===== config.mk =====
export PLATFORM = sky130hd
export DESIGN_NAME = rpn_ctrl
export DESIGN_NICKNAME = d
export VERILOG_FILES = /design/src/hdl/rpn_pkg.sv /design/src/hdl/rpn_ctrl.sv
export SDC_FILE = /design/constraint.sdc
export NUM_CORES = 1
export LEC_CHECK = 0
export ABC_AREA = 1
export BUFFER_PORTS_ARGS = -buffer_cell sky130_fd_sc_hd__clkbuf_2
export CORE_AREA = 5 5 42 44
export DETAILED_ROUTE_END_ITERATION = 16
export DIE_AREA = 0 0 47 49
export SYNTH_ARGS = -nofsm -noshare
export SYNTH_HDL_FRONTEND = slang
export SYNTH_SLANG_ARGS = --single-unit

===== constraint.sdc =====
create_clock -name clk -period 1.2 [get_ports clk]
set_clock_uncertainty 0.05 [all_clocks]
set_input_delay 0.18 -clock clk [delete_from_list [all_inputs] [get_ports clk]]
set_output_delay 0.18 -clock clk [all_outputs]
set_load 0.01 [all_outputs]

===== src/hdl/rpn_pkg.sv =====
// shared types and constants for the rpn stack evaluator
package rpn_pkg;

  localparam int DefaultDepth = 128;

  typedef enum logic [3:0] {
    OP_PUSH = 4'd0, OP_ADD = 4'd1, OP_SUB = 4'd2, OP_MUL = 4'd3, OP_DIV = 4'd4,
    OP_MOD = 4'd5, OP_PEEK = 4'd6, OP_DUP = 4'd7, OP_SWAP = 4'd8, OP_CLEAR = 4'd9,
    OP_FINISH = 4'd10
  } opcode_t;

  typedef enum logic [2:0] {
    ST_OK = 3'd0, ST_OVERFLOW = 3'd1, ST_UNDERFLOW = 3'd2, ST_DIVZERO = 3'd3,
    ST_INCOMPLETE = 3'd4, ST_SKIPPED = 3'd5
  } status_t;

  typedef enum logic [3:0] {
    S_IDLE, S_READ, S_EXEC, S_MUL, S_DIV, S_DIVFIX, S_SWAP2, S_OUT
  } state_t;

  // controller to datapath
  typedef struct packed {
    logic load;      // capture input transaction
    logic rd_top;    // read entry count-2 into lhs
    logic exec;      // decide outcome of the token
    logic mul_go;    // one partial product step, write back on the last
    logic div_start;
    logic div_step;
    logic div_fix;
    logic swap2;     // second write of swap
    logic emit;      // build result
  } ctrl_t;

  // datapath to controller
  typedef struct packed {
    logic       div_done;
    logic       mul_done;
    logic       is_div_ok;   // div/mod to run on the divider
    logic       is_mul_ok;
    logic       is_swap_ok;
  } stat_t;

endpackage


===== src/hdl/rpn_ctrl.sv =====
// sequencing state machine for the rpn evaluator
module rpn_ctrl import rpn_pkg::*; (
  input  logic  clk,
  input  logic  rst,
  input  logic  in_valid,
  output logic  in_ready,
  output logic  out_valid,
  input  logic  out_ready,
  input  stat_t stat,
  output ctrl_t ctrl
);

  state_t state, state_next;
  logic   out_full, out_full_next;

  always_ff @(posedge clk) begin
    if (rst) begin
      state    <= S_IDLE;
      out_full <= 1'b0;
    end else begin
      state    <= state_next;
      out_full <= out_full_next;
    end
  end

  always_comb begin
    state_next = state;
    unique case (state)
      S_IDLE:   if (in_valid) state_next = S_READ;
      S_READ:   state_next = S_EXEC;
      S_EXEC: begin
        priority if (stat.is_div_ok) state_next = S_DIV;
        else if (stat.is_mul_ok) state_next = S_MUL;
        else if (stat.is_swap_ok) state_next = S_SWAP2;
        else state_next = S_OUT;
      end
      S_MUL:    if (stat.mul_done) state_next = S_OUT;
      S_DIV:    if (stat.div_done) state_next = S_DIVFIX;
      S_DIVFIX: state_next = S_OUT;
      S_SWAP2:  state_next = S_OUT;
      S_OUT:    if (!out_full || out_ready) state_next = S_IDLE;
      default:  state_next = S_IDLE;
    endcase
  end

  always_comb begin
    ctrl = '0;
    in_ready = (state == S_IDLE);
    out_valid = out_full;
    out_full_next = out_full && !out_ready;
    unique case (state)
      S_IDLE:   ctrl.load = in_valid;
      S_READ:   ctrl.rd_top = 1'b1;
      S_EXEC: begin
        ctrl.exec = 1'b1;
        ctrl.div_start = stat.is_div_ok;
      end
      S_MUL:    ctrl.mul_go = 1'b1;
      S_DIV:    ctrl.div_step = 1'b1;
      S_DIVFIX: ctrl.div_fix = 1'b1;
      S_SWAP2:  ctrl.swap2 = 1'b1;
      S_OUT: begin
        if (!out_full || out_ready) begin
          ctrl.emit = 1'b1;
          out_full_next = 1'b1;
        end
      end
      default: ;
    endcase
  end

endmodule


==> flow_metrics.py, run 1 <==
metrics = {
    "status": {
        "status": "finished, violations left",
        "violations": "negative setup slack",
    },
    "placement": {
        "dp_hpwl_um": 755,
        "postPlaceCellArea_um2": 454,
        "gp_congestion": 0.772,
        "numPlacedInstances": 98,
        "dp_slack_ns": 0.00595,
        "port_buffers": 19,
    },
    "clock_network": {
        "clock_sinks": 4,
        "holdBufCountCts": 0,
        "clock_latency_ns": 0.25,
        "clk_transition_reported_paths_ns": 0.04,
        "root_buffer": "clkbuf_4",
        "numCtsBuffers": 3,
        "cts_tree": "done",
        "htreeDepth": 1,
        "clock_path_buffers": 2,
    },
    "worst_setup_path": {
        "reg2reg_from": "state[1]$_SDFFE_PP0P_",
        "arrival_ns": 1.11,
        "end_kind": "primary output",
        "worstSetupStartpointType": "register",
        "rrSetupSlack_ns": -0.02,
        "slowest_stage": "dfxtp_4",
        "critical_path.max_fanout": 4,
        "max_stage_delay_ns": 0.37,
        "worstSetupPathType": "reg2out",
        "crit_required_ns": 0.97,
        "setup.worst_path.start": "state[0]$_SDFFE_PP0P_",
        "crit_buf_inv": 2,
        "worstPathCellList": "nor2_4 -> inv_2 -> nor2_2 -> buf_2",
        "r2r_end": "state[0]$_SDFFE_PP0P_",
        "r2r_cells": 8,
        "cpLargestDelayFamily": "flip-flops",
    },
    "synth": {
        "ys_warn_count": 0,
        "syn_avg_cell_area_um2": 5.41,
        "synth-seq-cells": 4,
        "synth.net_count": 71,
        "ys_seq_area_frac": 0.239,
        "syn-cell-area_um2": 335,
        "postSynthCellCount": 62,
        "ys_types": 13,
    },
    "drt": {
        "drt_first_pass_iters": 4,
        "antenna_left": 0,
        "wl_um": 1220,
        "drtIter0Drc": 7,
        "avgRoutedWirePerCell_um": 11.3,
        "drc": 0,
        "viasPerCell": 4.48,
        "route.vias.total": 484,
    },
    "min_path": {
        "hold_end": "state[1]$_SDFFE_PP0P_",
        "hold_start": "rst",
        "hold_path_class": "in2reg",
        "min_path_cells": 2,
    },
    "grt": {
        "grt_max_degree": 8,
        "first_global_vias": 427,
        "grtUsageTotal": 0.109,
        "antenna_found_initial": 0,
        "gr-total-overflow": 0,
        "grt_pass1_wl_um": 1750,
    },
    "sta": {
        "hold_viol": 0,
        "period_minus_slack_ns": 1.34,
        "rsz0062_at_grt": "true",
        "layout_setup_ws_ns": -0.142,
        "fmax_mhz": 745,
        "fin_crit_sh": 1.12,
        "finalSetupViolCount": 12,
        "relSlewSlack": 0.878,
        "fin_setup_tns_ns": -0.768,
        "worst_pin_slew_ns": 0.182,
        "finalMaxSlewViolations": 0,
    },
    "die": {
        "die_h_um": 49,
        "coreArea_um2": 1400,
        "dieWidth_um": 47,
        "dieArea_um2": 2300,
        "start_util": 0.239,
        "boundaryPins": 20,
        "num_rows": 14,
    },
    "power_and_ir_drop": {
        "peakVddDrop_uv": 617,
        "p_leak_nw": 0.363,
        "power.density_nw_per_um2": 2240,
    },
    "layout": {
        "area_growth_pct": 86.6,
        "n_antenna_cell": 0,
        "fin_cells": 108,
        "final_nets": 103,
        "fillers": 142,
        "layout-drive-gt1-share": 0.609,
        "stdcell_area_um2": 626,
    },
    "run": {
        "max-cap-violations": 0,
    },
}
==> synth_stat cells (all sizes together) <==
master / count / area share
nand2: 12 / 0.14
inv: 16 / 0.18
nand3: 6 / 0.090
nor2: 15 / 0.20
dfxtp: 4 / 0.24
nor3: 2 / 0.030
buf: 1 / 0.034
a21oi: 5 / 0.075
o21ai: 1 / 0.015
==> stage by stage <==
step	hold slack [ns]	total power, W	utilization
CTS	0.0852	0.00121	0.396
global placement	0.348	0.000801	0.324
global route	0.0991	0.00150	0.446
floorplan	0.199	0.000618	-
finish	0.0845	0.00140	0.446
detailed placement	0.354	0.000803	0.324
==> layout make-up <==
type                            instances  area (um^2)  area share
Clock buffer                            3         22.5      0.0360
Timing Repair Buffer                   28          173       0.276
Inverter                               16         65.1       0.104
Tap cell                               16         20.0      0.0320
Multi-Input combinational cell         41          256       0.410
Sequential cell                         4         88.8       0.142
==> per-layer routing <==
layer	wire length (um)	part of all wire	vias up	global-route usage
met5	0	0	-	0
met4	21	0.017	0	0.0922
met3	60	0.049	2	0.0332
met2	716	0.58	11	0.176
met1	426	0.35	225	0.105
li1	-	-	246	-
==> cell usage in the layout, fill, tap and decap left out <==
cell	instances
nor2_2	2
inv_4	2
clkbuf_2	12
a21oi_1	4
inv_1	11
inv_2	3
dfxtp_4	2
nand2_1	8
nand3_2	2
nand2_2	3
nand3_1	4
buf_4	8
buf_6	2
o21ai_2	1
nor2_4	5
buf_2	6
nor3_2	2
nand2_4	1
clkbuf_4	3
a21oi_2	1
dfxtp_2	1
nor2_1	8
dfxtp_1	1
==> worst max-delay path by stage <==
stage / endpoint / depth (start not counted)
after detailed placement: state[1]$_SDFFE_PP0P_ / 7
after global placement: state[0]$_SDFFE_PP0P_ / 7
after floorplan: state[1]$_SDFFE_PP0P_ / 6
final: ctrl[3] / 4
after CTS: ctrl[0] / 5
after global routing: ctrl[3] / 4
==> power breakdown <==
| part | total [W] | switching, W | leakage [nW] | internal, W |
|---|---|---|---|---|
| combinational | 0.000924 | 0.000489 | 0.315 | 0.000435 |
| sequential | 0.000293 | 0.0000972 | 0.0345 | 0.000196 |
| clock | 0.000184 | 0.0000711 | 0.0138 | 0.000113 |
==> registers in the layout, summed over array words and instances, names as in the netlist <==
signal / flops
out_valid: 1
state: 3
==> logic make-up (layout without fill, tap and decap cells) <==
kind of cell	count (synthesis)	after routing	synth area share
DFF	4	4	0.239
AOI/OAI and AO/OA	6	6	0.0895
and+or+nand+nor	35	35	0.459
buffers and inverters	17	47	0.213
==> timing repair <==
action	4_1_cts	5_1_grt
endpoints found under the hold margin	0	0
pin swaps	3	3
buffers inserted	3	4
resized for setup	20	19
setup endpoints to repair	12	13
Power figures use the tool's default switching activity.
==> inputs of run 2 (changes only) <==
--- a/config.mk
+++ b/config.mk
@@ -10,6 +10,7 @@
 export CORE_AREA = 5 5 42 44
 export DETAILED_ROUTE_END_ITERATION = 16
 export DIE_AREA = 0 0 47 49
+export GPL_TIMING_DRIVEN = 0
 export SYNTH_ARGS = -nofsm -noshare
 export SYNTH_HDL_FRONTEND = slang
 export SYNTH_SLANG_ARGS = --single-unit
==> flow_metrics.py, run 2 (synthesis gave the netlist of run 1 again) <==
metrics = {
    "min_path": {
        "hold_end": "state[0]$_SDFFE_PP0P_",
        "hold_start": "rst",
        "min_path_cells": 2,
        "hold_path_class": "in2reg",
    },
    "sta": {
        "finalSetupViolCount": 13,
        "relSlewSlack": 0.887,
        "layout_setup_ws_ns": -0.0848,
        "period_minus_slack_ns": 1.28,
        "rsz0062_at_grt": "true",
        "fmax_mhz": 778,
        "finalMaxSlewViolations": 0,
        "hold_viol": 0,
        "worst_pin_slew_ns": 0.169,
        "fin_crit_sh": 1.07,
    },
    "worst_setup_path": {
        "reg2reg_from": "state[2]$_SDFFE_PP0P_",
        "worstSetupPathType": "reg2out",
        "r2r_end": "state[1]$_SDFFE_PP0P_",
        "crit_required_ns": 0.97,
        "arrival_ns": 1.05,
        "r2r_cells": 8,
        "end_kind": "primary output",
        "worstSetupStartpointType": "register",
        "critical_path.max_fanout": 5,
        "rrSetupSlack_ns": -0.01,
    },
    "die": {
        "dieArea_um2": 2300,
        "boundaryPins": 20,
        "coreArea_um2": 1400,
        "num_rows": 14,
        "start_util": 0.239,
        "die_h_um": 49,
        "dieWidth_um": 47,
    },
    "layout": {
        "final_nets": 102,
        "largest_reg_flops": 3,
        "largest_register": "state",
        "area_growth_pct": 79.5,
        "n_antenna_cell": 0,
        "final_cell_mix": "inv_1 (12), clkbuf_2 (12), nand2_1 (10), nor2_1 (7)",
        "layout-drive-gt1-share": 0.549,
        "fin_cells": 107,
    },
    "clock_network": {
        "htreeDepth": 1,
        "holdBufCountCts": 0,
        "clock_latency_ns": 0.23,
        "clk_transition_reported_paths_ns": 0.04,
        "numCtsBuffers": 3,
        "cts_tree": "done",
        "clock_path_buffers": 2,
        "clock_sinks": 4,
        "root_buffer": "clkbuf_4",
    },
    "drt": {
        "drtIter0Drc": 5,
        "antenna_left": 0,
        "avgRoutedWirePerCell_um": 8.50,
        "drc": 0,
        "route.vias.total": 433,
        "drt_first_pass_iters": 4,
        "viasPerCell": 4.05,
        "wl_um": 910,
    },
    "grt": {
        "grtUsageTotal": 0.0887,
        "grt_max_degree": 7,
        "antenna_found_initial": 0,
        "grt_pass1_wl_um": 1510,
        "gr-total-overflow": 0,
        "first_global_vias": 405,
    },
    "power_and_ir_drop": {
        "peakVddDrop_uv": 719,
        "p_leak_nw": 0.357,
        "power.density_nw_per_um2": 2110,
    },
    "run": {
        "max-cap-violations": 0,
    },
    "placement": {
        "numPlacedInstances": 97,
        "port_buffers": 19,
        "gp_congestion": 0.731,
        "dp_hpwl_um": 707,
        "dp_slack_ns": -0.00319,
    },
    "status": {
        "violations": "negative setup slack",
        "status": "finished, violations left",
    },
}
==> run 2: what timing repair did <==
action / 4_1_cts / 5_1_grt
gates cloned: 0 / 0
buffers inserted: 6 / 1
pin swaps: 4 / 2
gates resized for setup: 20 / 12
endpoints found under the setup margin: 12 / 13
==> run 2: worst max-delay path by stage <==
| stage | endpoint | start | slack [ns] |
|---|---|---|---|
| floorplan | state[1]$_SDFFE_PP0P_ | state[2]$_SDFFE_PP0P_ | 0.01 |
| global placement | state[1]$_SDFFE_PP0P_ | state[1]$_SDFFE_PP0P_ | 0.003 |
| detailed placement | state[1]$_SDFFE_PP0P_ | state[1]$_SDFFE_PP0P_ | -0.003 |
| CTS | ctrl[4] | state[2]$_SDFFE_PP0P_ | -0.11 |
| global route | ctrl[0] | state[1]$_SDFFE_PP0P_ | -0.18 |
| finish | ctrl[2] | state[2]$_SDFFE_PP0P_ | -0.08 |
==> run 2: power breakdown <==
part	internal (W)	total [W]	switching, W
logic	0.000399	0.000841	0.000443
registers	0.000195	0.000267	0.0000720
clock network	0.000112	0.000163	0.0000514
total	0.000705	0.00127	0.000566
==> run 2: through the flow <==
step	util	total power (W)	cell area, um^2	setup TNS [ns]	hold WS [ns]
after floorplan	-	0.000618	335	0	0.199
after global placement	0.321	0.000793	450	0	0.344
after CTS	0.412	0.00123	577	-0.907	0.0903
final	0.429	0.00127	602	-0.672	0.0987
after global routing	0.429	0.00140	602	-1.83	0.107
after detailed placement	0.321	0.000795	450	-0.00319	0.350
==> run 2: final cells by class <==
cell class / instances / area (um^2)
Clock buffer: 3 / 22.5
Timing Repair Buffer: 26 / 158
Multi-Input combinational cell: 41 / 239
Fill cell: 151 / 800
Inverter: 16 / 62.6
Buffer: 1 / 11.3
Tap cell: 16 / 20.0
Sequential cell: 4 / 88.8
==> run 2: per-layer routing <==
metal	up-vias	part of all wire	track usage
li1	242	-	-
met1	185	0.41	0.101
met2	6	0.55	0.140
met3	0	0.037	0.0111
met4	0	0	0.0691
met5	-	0	0
==> run 2: critical path: stages (launching register included) <==
cell,delay (ns)
dfxtp_2,0.31
buf_6,0.12
buf_4,0.12
nand3_1,0.09
inv_1,0.06
clkbuf_2,0.12
